[config.mk]
export PLATFORM = sky130hd
export DESIGN_NAME = sapd_queue
export DESIGN_NICKNAME = d
export VERILOG_FILES = /design/src/sapd_pkg.sv /design/src/sapd_queue.sv
export SDC_FILE = /design/constraint.sdc
export NUM_CORES = 1
export LEC_CHECK = 0
export ABC_CLOCK_PERIOD_IN_PS = 5800
export BUFFER_PORTS_ARGS = -buffer_cell sky130_fd_sc_hd__buf_2
export CAP_MARGIN = 15
export CELL_PAD_IN_SITES_DETAIL_PLACEMENT = 0
export CELL_PAD_IN_SITES_GLOBAL_PLACEMENT = 1
export CORE_MARGIN = 2
export CORE_UTILIZATION = 25
export DETAILED_ROUTE_END_ITERATION = 8
export PLACE_DENSITY_LB_ADDON = 0.1
export SYNTH_ARGS = -nofsm -noshare
export SYNTH_HDL_FRONTEND = slang
export SYNTH_SLANG_ARGS = --single-unit
[constraint.sdc]
create_clock -name clk -period 5.8 [get_ports clk]
set_input_delay 0.29 -clock clk [delete_from_list [all_inputs] [get_ports clk]]
set_output_delay 0.29 -clock clk [all_outputs]
set_load 0.02 [all_outputs]
[src/sapd_pkg.sv]
// shared types and constants for the spectrum average and peak decimation block
`timescale 1ns / 1ps
package sapd_pkg;

  localparam int FRAME_BINS  = 32768;
  localparam int LINE_PIXELS = 2048;
  localparam int POWER_BITS  = 24;
  localparam int SUM_BITS    = 34;
  localparam int POS_BITS    = $clog2(FRAME_BINS);
  localparam int PIX_BITS    = $clog2(LINE_PIXELS);
  localparam int CNT_BITS    = 11;
  localparam int QDEPTH      = 2;

  localparam logic [1:0] REG_AVG_COUNT      = 2'd0;
  localparam logic [1:0] REG_BINS_PER_PIXEL = 2'd1;
  localparam logic [1:0] REG_FIRST_BIN      = 2'd2;

  typedef struct packed {
    logic [POS_BITS-1:0]   pos;
    logic [POWER_BITS-1:0] power;
    logic                  strong_mark;
    logic                  first;
    logic                  last;
    logic [CNT_BITS-1:0]   n;
    logic [6:0]            nbpp;
    logic [14:0]           first_bin;
    logic                  blank;
  } entry_t;

endpackage

[src/sapd_queue.sv]
// short queue of classified bins between front and back
`timescale 1ns / 1ps
module sapd_queue import sapd_pkg::*; (
  input  logic   clk,
  input  logic   rst,
  input  logic   push,
  input  entry_t push_entry,
  output logic   full,
  input  logic   pop,
  output logic   not_empty,
  output entry_t head
);

  entry_t     slots [QDEPTH];
  logic       rd_ptr;
  logic       wr_ptr;
  logic [1:0] count;

  assign full = count == 2'(QDEPTH);
  assign not_empty = count != 2'd0;
  assign head = slots[rd_ptr];

  always_ff @(posedge clk) begin
    if (push) slots[wr_ptr] <= push_entry;
  end

  always_ff @(posedge clk) begin
    if (rst) begin
      rd_ptr <= 1'b0;
      wr_ptr <= 1'b0;
      count <= '0;
    end else begin
      if (push) wr_ptr <= ~wr_ptr;
      if (pop) rd_ptr <= ~rd_ptr;
      if (push && !pop) count <= count + 2'd1;
      else if (pop && !push) count <= count - 2'd1;
    end
  end

endmodule

# Word level (Yosys, flattened, before mapping)
# Memories as Yosys holds them, arrays and structs flattened. A register that Yosys moved wholly into a read port is not among the register bits.
# Index checks and enable logic that the tools add are counted.
dict set report classes {
  n_mux 6
  n_addsub 2
  bitwise_logic 2
  eq_ne 1
  reduce_logical 6
}
# op n
set ops {}
lappend ops {{1-bit 2-to-1 mux} 4}
lappend ops {{2-bit 2-to-1 mux} 2}
lappend ops {{2-bit nonzero test} 2}
lappend ops {{2-bit by 1-bit adder with 2-bit output, second input constant} 1}
lappend ops {{2-bit equality test, second input constant} 1}
lappend ops {{1-bit logical AND} 2}
lappend ops {{1-bit logical NOT} 2}
lappend ops {{1-bit NOT} 2}
lappend ops {{2-bit by 1-bit subtractor with 2-bit output, second input constant} 1}
dict set report word_totals {
  regBits 4
  input_bits 80
  out_inout_bits 78
  n_memories 1
  ramBits 152
}
# name words word_bits read_ports rd_ports_with_merged_regs write_ports line_no
set mem_list {}
lappend mem_list {slots 2 76 1 1 1 sapd_queue.sv:14} ;# entry_t slots [QDEPTH];

# Depth between registers and ports, before layout
dict set report depth {
  word_depth 4
  depth_mapped 5
}

# Worst setup path before layout
# Ideal clock, no wire load.
dict set report synth_timing {
  path_kind {flip-flop to flip-flop}
  from {reg wr_ptr}
  to {mem slots[0][0] in the netlist's numbering, enable pin}
  path_buffers 0
  stages_incl_launch_ff 2
  setup_ps 520
  arrival_time_ps 3701
  period_less_slack_ps 4220
  slack_ps 1580
  cell_sequence {dfxtp_1 > nor2b_1}
}
# item line_no
set synth_rtl {}
lappend synth_rtl {{from (decl)} sapd_queue.sv:16} ;# logic wr_ptr;
lappend synth_rtl {{from (signal assigned)} sapd_queue.sv:33} ;# if (push) wr_ptr <= ~wr_ptr;
lappend synth_rtl {{to (decl)} sapd_queue.sv:14}
# Straight into the memory's write port.

==> results.sh <==
export IMPL_place_detailed_hpwl_microns=7510
export IMPL_place_inst=723
export IMPL_slew_headroom=0.307
export IMPL_drive_above_1_share=0.611
export IMPL_seq_area_frac_synth=0.798
export IMPL_p_per_area_mw_per_mm2=375
export IMPL_fin_area_sq_mm=0.00761
export IMPL_detailed_place_area_sq_mm=0.00699
export IMPL_slew_viol_final=0
export IMPL_finalSetupViolations=0
export IMPL_dieHeight_microns=157
export IMPL_postCtsSetupBuffers=0
export IMPL_start_util=0.257
export IMPL_cts_root_buf="clkbuf_16"
export IMPL_vias=2931
export IMPL_vias_per_cell=3.88
export IMPL_drt_first_pass_iters=4
export IMPL_core_rowCount=55
export IMPL_final_cells=755
export IMPL_ctsHoldBuffers=0
export IMPL_tns_ps=0
export IMPL_syn_nets=339
export IMPL_drc=0
export IMPL_antenna_left=0
export IMPL_diodes=0
export IMPL_overflow=0
export IMPL_core_area_sq_mm=0.0228
export IMPL_areaGrowthSynthToFinish_pct=30.2
export IMPL_synth_cell_type_count=18
export IMPL_status="completed"
export IMPL_finish_net_count=510
export IMPL_wl_microns=11900
export IMPL_numCtsBuffers=17
export IMPL_drt_iter0_drc=110
export IMPL_die_w_microns=157
export IMPL_worst_pin_slew_ps=1040
export IMPL_yosys_warnings=0
export IMPL_grt_pass1_vias=3174
export IMPL_cap_viol_max_count=0
export IMPL_cts_buffer_depth=2
export IMPL_clkLatencyLatePin_ps=410
export IMPL_synthesis_area_sq_mm=0.00585
export IMPL_fmax_mhz=362
export IMPL_avgSynthCellArea_sq_um=22.7
export IMPL_dieArea_sq_mm=0.0246
export IMPL_grt_first_pass_wirelength_microns=17500
export IMPL_period_needed_ps=2760
export IMPL_crit_fanout=39
export IMPL_whs_ps=56.8
export IMPL_hold_class="input pin to register"
export IMPL_ctsResizeCount=0
export IMPL_grt_total_usage=0.0988
export IMPL_htree_levels=4
export IMPL_grt_antenna_before_repair=2
export IMPL_cts_tree="done"
export IMPL_fin_skew_ps=8.37
export IMPL_startpoint_type="register"
export IMPL_ios=158
export IMPL_rsz0062_at_grt="no"
export IMPL_place_gp_congestion=0.677
export IMPL_arrival_ps=2470
export IMPL_leakage_nw=2.90
export IMPL_peakVddDrop_mv=0.180
export IMPL_cts_clk_slew_worst_paths_ps=70
export IMPL_grt_max_degree=55
export IMPL_cp_required_ps=5510
export IMPL_endpoint_kind="output port"
export IMPL_port_buffers=157
export IMPL_synth_seq_cells=157
export IMPL_path_class="register to output port"
export IMPL_finalHoldViolations=0
export IMPL_synth_cells=258
export IMPL_cts_sinks=157
export IMPL_avgRoutedWirePerCell_microns=15.8
export IMPL_fin_crit_sh=0.476
-- routing by layer --
metal  GRT usage  vias up  part of all wire
li1            -     1362                 -
met1       0.118     1446              0.43
met2       0.160      104              0.49
met3      0.0419       15             0.068
met4      0.0367        4             0.011
met5           0        -            0.0017
-- where the power goes --
part | total (mW) | switching [mW] | internal, mW
combinational | 0.330 | 0.186 | 0.144
clock | 1.17 | 0.446 | 0.724
sequential | 1.35 | 0.0296 | 1.32
total | 2.85 | 0.662 | 2.19
-- metrics by stage --
step / utilization / setup slack [ps] / total power, mW
5_1_grt: 0.334 / 2830 / 2.98
3_5_place_dp: 0.307 / 3340 / 1.72
6_report: 0.334 / 3040 / 2.85
3_3_place_gp: 0.307 / 3370 / 1.71
4_1_cts: 0.334 / 2910 / 2.91
2_1_floorplan: - / 1580 / 1.60
-- synthesized netlist by cell type --
cell type / number / share of area
a21oi_1: 1 / 0.00086
nor2_1: 4 / 0.0026
inv_1: 1 / 0.00064
edfxtp_1: 152 / 0.78
ha_1: 1 / 0.0021
buf_6: 4 / 0.0077
or3_1: 1 / 0.0011
buf_4: 1 / 0.0013
and2_1: 1 / 0.0011
nor2b_1: 2 / 0.0021
buf_2: 3 / 0.0026
xnor2_1: 2 / 0.0030
or2_2: 1 / 0.0011
dfxtp_1: 5 / 0.017
xor2_1: 2 / 0.0030
mux2_2: 36 / 0.069
o21ai_0: 1 / 0.00086
mux2_4: 40 / 0.10
-- path summary, 6_finish.rpt --
path              slack, ps           from      endpoint  depth (start not counted)
hold reg to reg         510       count[1]      count[1]                          2
setup reg to reg       3540         wr_ptr  slots[0][17]                          2
hold / removal           60  push_entry[5]   slots[1][5]                          1
setup / recovery       3040       register       head[6]                          3
-- cell usage in the layout (no fill, tap or decap) --
| master | count |
|---|---|
| buf_2 | 157 |
| edfxtp_1 | 152 |
| mux2_4 | 40 |
| mux2_2 | 36 |
| clkbuf_16 | 17 |
| nor2_1 | 4 |
| clkinv_4 | 4 |
| bufinv_16 | 4 |
| dfxtp_1 | 4 |
| clkinv_2 | 3 |
| buf_4 | 3 |
| xnor2_1 | 2 |
| xor2_1 | 2 |
| clkbuf_1 | 2 |
| inv_6 | 2 |
| or2_2 | 1 |
| and2_4 | 1 |
| inv_1 | 1 |
| nor2b_4 | 1 |
| nor2b_1 | 1 |
| o21ai_0 | 1 |
| or3_1 | 1 |
| a21oi_1 | 1 |
| ha_1 | 1 |
| dfxtp_4 | 1 |
-- cell families (layout without fill, tap and decap cells) --
group,after synthesis,count (layout),synth area share
flip-flops,157,157,0.798
multiplexers,76,76,0.172
adder cells (fa/ha/maj),1,1,0.00214
XOR/XNOR,4,4,0.00599
buffers and inverters,9,193,0.0122
AO/OA/AOI/OAI,2,2,0.00171
AND/OR/NAND/NOR,9,9,0.00792
-- layout make-up --
class                      instances  area, sq um
multi-input combinational         92         1120
inverter                           1         3.75
sequential                       157         4670
clock inverter                    13          188
clock buffer                      19          433
fill                            2221        15200
tap                              313          392
timing repair buffer             160          808
-- flip-flops by register name, summed over array words and instances (netlist names), named ones only --
| name | count |
|---|---|
| wr_ptr | 1 |
| rd_ptr | 1 |
| count | 2 |
| slots | 152 |
-- critical path, stage by stage (launching register included) --
cell     delay (ps)
dfxtp_4         770
buf_4           660
mux2_2          410
buf_2           160
Note: power is estimated with default switching activity, not from simulation.
