$ cat src/sapd_pkg.sv
// shared types and constants for the spectrum average and peak decimation block
`timescale 1ns / 1ps
package sapd_pkg;

  localparam int FRAME_BINS  = 32768;
  localparam int LINE_PIXELS = 2048;
  localparam int POWER_BITS  = 24;
  localparam int SUM_BITS    = 34;
  localparam int POS_BITS    = $clog2(FRAME_BINS);
  localparam int PIX_BITS    = $clog2(LINE_PIXELS);
  localparam int CNT_BITS    = 11;
  localparam int QDEPTH      = 2;

  localparam logic [1:0] REG_AVG_COUNT      = 2'd0;
  localparam logic [1:0] REG_BINS_PER_PIXEL = 2'd1;
  localparam logic [1:0] REG_FIRST_BIN      = 2'd2;

  typedef struct packed {
    logic [POS_BITS-1:0]   pos;
    logic [POWER_BITS-1:0] power;
    logic                  strong_mark;
    logic                  first;
    logic                  last;
    logic [CNT_BITS-1:0]   n;
    logic [6:0]            nbpp;
    logic [14:0]           first_bin;
    logic                  blank;
  } entry_t;

endpackage

$ cat src/sapd_front.sv
// front end: frame and group tracking, blank decision, configuration registers
`timescale 1ns / 1ps
module sapd_front import sapd_pkg::*; (
  input  logic                  clk,
  input  logic                  rst,
  input  logic                  in_valid,
  input  logic                  in_stall,
  input  logic [POWER_BITS-1:0] bin_power,
  input  logic                  strong_flag,
  input  logic                  disk_data,
  input  logic [9:0]            half_symbol,
  input  logic [7:0]            period_second,
  input  logic                  cfg_valid,
  input  logic [1:0]            cfg_index,
  input  logic [31:0]           cfg_data,
  output entry_t                entry
);

  logic [9:0]          avg_count;
  logic [6:0]          bins_per_pixel;
  logic [14:0]         first_bin;
  logic [9:0]          frames_summed;
  logic [POS_BITS-1:0] bin_position;
  logic [7:0]          previous_period_second;
  logic                line_blank;
  logic [CNT_BITS-1:0] n;
  logic                last;
  logic                blank_next;
  logic [6:0]          nbpp;

  always_comb begin
    n = {1'b0, frames_summed} + CNT_BITS'(1);
    last = n >= {1'b0, avg_count};
    blank_next = line_blank;
    if (bin_position == '0 && last) begin
      blank_next = (disk_data && half_symbol <= avg_count) ||
                   (!disk_data && period_second < previous_period_second);
    end
    if (bins_per_pixel == 7'd0) nbpp = 7'd1;
    else if (bins_per_pixel > 7'd64) nbpp = 7'd64;
    else nbpp = bins_per_pixel;
    entry.pos         = bin_position;
    entry.power       = bin_power;
    entry.strong_mark = strong_flag;
    entry.first       = frames_summed == 10'd0;
    entry.last        = last;
    entry.n           = n;
    entry.nbpp        = nbpp;
    entry.first_bin   = first_bin;
    entry.blank       = blank_next;
  end

  always_ff @(posedge clk) begin
    if (rst) begin
      avg_count <= 10'd10;
      bins_per_pixel <= 7'd20;
      first_bin <= 15'd6144;
      frames_summed <= '0;
      bin_position <= '0;
      previous_period_second <= '0;
      line_blank <= 1'b0;
    end else begin
      if (cfg_valid) begin
        case (cfg_index)
          REG_AVG_COUNT:      avg_count <= cfg_data[9:0];
          REG_BINS_PER_PIXEL: bins_per_pixel <= cfg_data[6:0];
          REG_FIRST_BIN:      first_bin <= cfg_data[14:0];
          default: ;
        endcase
      end
      if (in_valid && !in_stall) begin
        line_blank <= blank_next;
        if (bin_position == '0 && last) previous_period_second <= period_second;
        if (bin_position == POS_BITS'(FRAME_BINS - 1)) begin
          bin_position <= '0;
          frames_summed <= last ? 10'd0 : n[9:0];
        end else begin
          bin_position <= bin_position + POS_BITS'(1);
        end
      end
    end
  end

endmodule

$ cat config.mk
export PLATFORM = sky130hd
export DESIGN_NAME = sapd_front
export DESIGN_NICKNAME = d
export VERILOG_FILES = /design/src/sapd_pkg.sv /design/src/sapd_front.sv
export SDC_FILE = /design/constraint.sdc
export NUM_CORES = 1
export LEC_CHECK = 0
export BUFFER_PORTS_ARGS = -buffer_cell sky130_fd_sc_hd__buf_2
export CAP_MARGIN = 10
export CORE_ASPECT_RATIO = 0.75
export CORE_UTILIZATION = 28
export CTS_CLUSTER_SIZE = 16
export DETAILED_ROUTE_END_ITERATION = 8
export PLACE_DENSITY = 0.57
export SLEW_MARGIN = 20
export SYNTH_ARGS = -nofsm -noshare
export SYNTH_HDL_FRONTEND = slang
export SYNTH_SLANG_ARGS = --single-unit
$ cat constraint.sdc
create_clock -name clk -period 3.3 [get_ports clk]
set_input_delay 0.66 -clock clk [delete_from_list [all_inputs] [get_ports clk]]
set_output_delay 0.66 -clock clk [all_outputs]
set_load 0.005 [all_outputs]
# Word level (Yosys, flattened, before mapping)
# Index checks and enable logic that the tools add are counted.
# Widths: inputs -> output; s select.
[totals] output_inout_bits=76 register_bits=66
[op_classes] n_reduce_logical=16 n_lt_le_gt_ge=4 eq_ne=3 n_addsub=2 mux=5
[ops] operator="$add 15x1->15 const B" n=1
[ops] operator="$eq 15x15->1 const B" n=1
[ops] operator="$logic_not 15->1" n=1
[ops] operator="$mux 15" n=1
[ops] operator="$mux 7" n=2
[ops] operator="$add 10x1->11 const B" n=1
[ops] operator="$ge 11x10->1" n=1
[ops] operator="$le 10x10->1" n=1
[ops] operator="$logic_not 10->1" n=1
[ops] operator="$mux 10" n=1
[ops] operator="$reduce_and 2->1" n=5
[ops] operator="$lt 8x8->1" n=1
[ops] operator="$gt 7x7->1 const B" n=1
[ops] operator="$logic_not 7->1" n=1
[ops] operator="$logic_and 1x1->1" n=4
[ops] operator="$eq 2x1->1 const B" n=1
[ops] operator="$eq 2x2->1 const B" n=1
[ops] operator="$logic_not 1->1" n=2
[ops] operator="$logic_not 2->1" n=1
[ops] operator="$logic_or 1x1->1" n=1
[ops] operator="$mux 1" n=1

# Longest topological paths before layout
[logic_depth] ltp_word=4 mapped_depth=13 ltp_nobuf=12

# Least setup slack after synthesis
# OpenSTA, ideal clock, no wires.
[synth_timing] kind="flip-flop to output port" startpoint="register frames_summed[0]" endpoint="output entry[0] (netlist bit)" setup_slack_ps=-72 path_buffers=1 arrival_time_ps=2712 stages_incl_launch_ff=14 required_ps=2640 path_cell_list="dfxtp_1 > ha_1 > and3_4 > and3_4 > nand3_1 > xnor2_1 > ha_1 > a21o_1 > a21o_1 > a31oi_4 > o21ai_2 > and2b_1 > mux2i_1 > buf_4"
[synth_rtl] item="start: declaration" line_no="sapd_front.sv:22" rtl="logic [9:0] frames_summed;"
[synth_rtl] item="start signal: assignment" line_no="sapd_front.sv:76" rtl="frames_summed <= last ? 10'd0 : n[9:0];"
[synth_rtl] item="end: declaration" line_no="sapd_front.sv:16" rtl="output entry_t entry"

==> impl_metrics.csv <==
group,metric,value,unit
synthesis,seq_area_frac_synth,0.3548,
worst_setup_path,crit_family,"compound AO/OA/AOI/OAI gates",
sta,hold_violations,0,
die,core,0.01297,mm²
synthesis,synth_cells,447,
worst_setup_path,critPathRequiredTime,2.64,ns
global_route,grt_usage,0.1451,
detailed_routing,viasPerCell,4.654,
worst_hold_path,min_path_type,"reg -> reg",
worst_setup_path,cp-start-kind,"flip-flop",
worst_setup_path,critPathBufInv,1,
clock_network,cts_buffers,9,
die,die_area,0.01377,mm²
die,ioPinCount,159,
sta,fmax,286.7,MHz
pwr,powerDensity,451.2,mW/mm²
detailed_routing,drtAntennaViolNets,0,
die,die_w,135.2,µm
finish,final_common_cell,"buf_2",
global_route,antenna_found_initial,1,
synthesis,syn-mean-instance-area,8.330,µm²
worst_setup_path,crit_chain,"ha_4 > and3_4 > and3_4 > nand3_4 > xnor2_4 > ha_4 > a21o_1 > a21o_1 > a31oi_4 > o21ai_4 > and2b_1 > mux2i_1 > buf_2",
placed_design,gp_congestion,0.8004,
finish,final_cell_mix,"90 x buf_2, 64 x dfxtp_1, 53 x nor2_1, 48 x nand2_1, 35 x a21oi_1",
synthesis,netlist_area,0.003724,mm²
sta,period_minus_slack,3.489,ns
clock_network,clock_latency,0.34,ns
clock_network,clk_pin_slew,0.05,ns
clock_network,cts.sinks,66,
detailed_routing,num_vias,3286,
sta,fin_crit_sh,1.057,
sta,worst_slack,-0.1886,ns
clock_network,htreeDepth,3,
finish,antenna_cells,0,
sta,maxSlewViolCount,0,
global_route,grt_pass1_wl,15210,µm
clock_network,tritoncts,"yes",
synthesis,synth_cell_types,46,
run_status,violations,"setup timing",
detailed_routing,routed_wl,9675,µm
pwr,cellLeakagePower,2.157,nW
placed_design,hpwl,7399,µm
sta,setup_violations,2,
global_route,grt_max_degree,45,
die,die_y,101.9,µm
worst_setup_path,crit_path_end_kind,"output pin",
sta,relSlewSlack,0.5477,
synthesis,synth_fp_nets,561,
job,cap_violations,0,
finish,syn2layout_area_growth,26.55,%
finish,n_fill_cell,1361,
finish,drive_above_1_share,0.2822,
detailed_routing,detail_route.first_pass.iterations,4,
die,start_util,0.2870,
placed_design,place_area,0.004267,mm²
clock_network,cts-root-buf,"clkbuf_16",
finish,seqCellArea,0.001324,mm²
pwr,ir_worst_vdd,0.0003168,V
detailed_routing,drcViolationCount,0,
global_route,overflow,0,
worst_setup_path,cp_max_fo,3,
finish,finalNetCount,644,
global_route,first_global_vias,3043,
worst_setup_path,worstPathArrival,2.83,ns
detailed_routing,drt_iter0_drc,122,
sta,worst_pin_slew,0.6764,ns
placed_design,port_buffers,91,
finish,multi_input_area,0.002082,mm²
worst_setup_path,crit_path_top_delay_cell,"dfxtp_2",
worst_setup_path,slowest_delay,0.35,ns
synthesis,ys_warn_count,0,
sta,finalClockSkew,0.005383,ns
worst_setup_path,crit_type,"reg -> out",
sta,rsz0062_at_grt,"yes",
clock_network,cts_buffer_depth,2,
finish,finalInstanceArea,0.004712,mm²
detailed_routing,wire_per_inst,13.70,µm
pwr,p_total,2.126,mW
synthesis,ys_seq_elements,66,
run_status,status,"finished, violations left",
die,rows,36,
[synthesized netlist by cell type, drive strengths merged]
cell	instances	area [µm²]
ha	31	387.9
and2b	1	7.510
nand2	49	191.4
or3	4	25.02
nor3	4	30.03
inv	30	112.6
a21oi	37	188.9
clkbuf	15	56.30
and3	9	66.31
o21ai	10	53.80
a31oi	3	33.78
o21a	1	7.510
nor4	3	18.77
nor2b	7	43.79
xnor2	7	61.31
nor2	53	198.9
o221ai	1	8.760
a21o	5	37.54
a221oi	1	8.760
nand4	6	37.54
dfxtp	66	1321
and3b	1	8.760
mux2i	15	150.1
buf	30	232.7
o32ai	1	8.760
o22ai	2	12.51
and4	2	17.52
or4	2	15.01
a22o	6	52.55
nor3b	2	20.02
a211o	4	35.03
nand3	16	80.08
o2111ai	1	8.760
xor2	12	105.1
nor4b	2	23.77
nand2b	4	25.02
nand3b	4	30.03
[metrics by stage]
stage	setup TNS, ns	instances	hold slack (ns)	utilization	setup slack [ns]
after floorplan	0	447	0.4511	-	0.006123
after global placement	0	682	0.4393	0.3289	0.08414
after detailed placement	0	682	0.4450	0.3289	0.03884
after CTS	-0.2885	703	0.4527	0.3586	-0.1938
after global routing	-0.5514	706	0.4730	0.3632	-0.3232
final	-0.2944	706	0.4501	0.3632	-0.1886
[worst reg2reg max path: stages, from the launching register on]
cell and delay (ns):
dfxtp_2 0.35, ha_4 0.13, and3_4 0.18, and3_4 0.20, nand3_4 0.10, xnor2_4 0.22
ha_4 0.23, a21o_1 0.15, a21o_1 0.22, a31oi_4 0.21, o21ai_4 0.08, buf_4 0.14
buf_6 0.11, buf_4 0.14, or4_1 0.47, a31oi_1 0.18
[layout make-up]
| cell class | count | area share |
|---|---|---|
| clock buffers | 9 | 0.04780 |
| clock inverters | 7 | 0.01992 |
| inverters | 30 | 0.02390 |
| multi-input cells | 306 | 0.4418 |
| flip-flops and latches | 66 | 0.2809 |
| well taps | 171 | 0.04541 |
| repair buffers | 117 | 0.1402 |
[where the power goes]
group	switching, mW	total [mW]	internal, mW
combinational	0.139	0.262	0.123
clock	0.371	1.03	0.659
sequential	0.0142	0.834	0.820
[timing repair]
action / in CTS / in global routing
buffers inserted: 5 / 4
hold buffers: 0 / 0
resized for setup: 5 / 5
setup endpoints to repair: 2 / 6
hold endpoints to repair: 0 / 0
pin swaps: 5 / 4
[path summary, 6_finish.rpt]
kind | from | cells after the start | slack (ns) | end
setup / recovery | frames_summed[1] | 13 | -0.19 | entry[0]
hold / removal | first_bin[6] | 2 | 0.45 | first_bin[6]
setup reg to reg | frames_summed[1] | 15 | 0.13 | frames_summed[6]
hold reg to reg | first_bin[6] | 2 | 0.45 | first_bin[6]
[per-layer routing]
metal	wire, µm	track usage
met3	617	0.05952
met1	4666	0.1871
met4	125	0.04322
met2	4266	0.2213
met5	0	0
[sequential cells by signal, summed over array words and instances (netlist names)]
register	count
bin_position	15
first_bin	15
avg_count	10
frames_summed	10
previous_period_second	8
bins_per_pixel	7
line_blank	1
[kinds of logic (layout without fill, tap and decap cells)]
family,count (synthesis),after routing,synth area share
xor+xnor,19,19,0.04469
mux,15,15,0.04032
buf+inv,75,163,0.1079
compound gates,72,72,0.1226
fa+ha+maj,31,31,0.1042
flops,66,66,0.3548
simple gates,169,169,0.2255
Power figures use the tool's default switching activity.
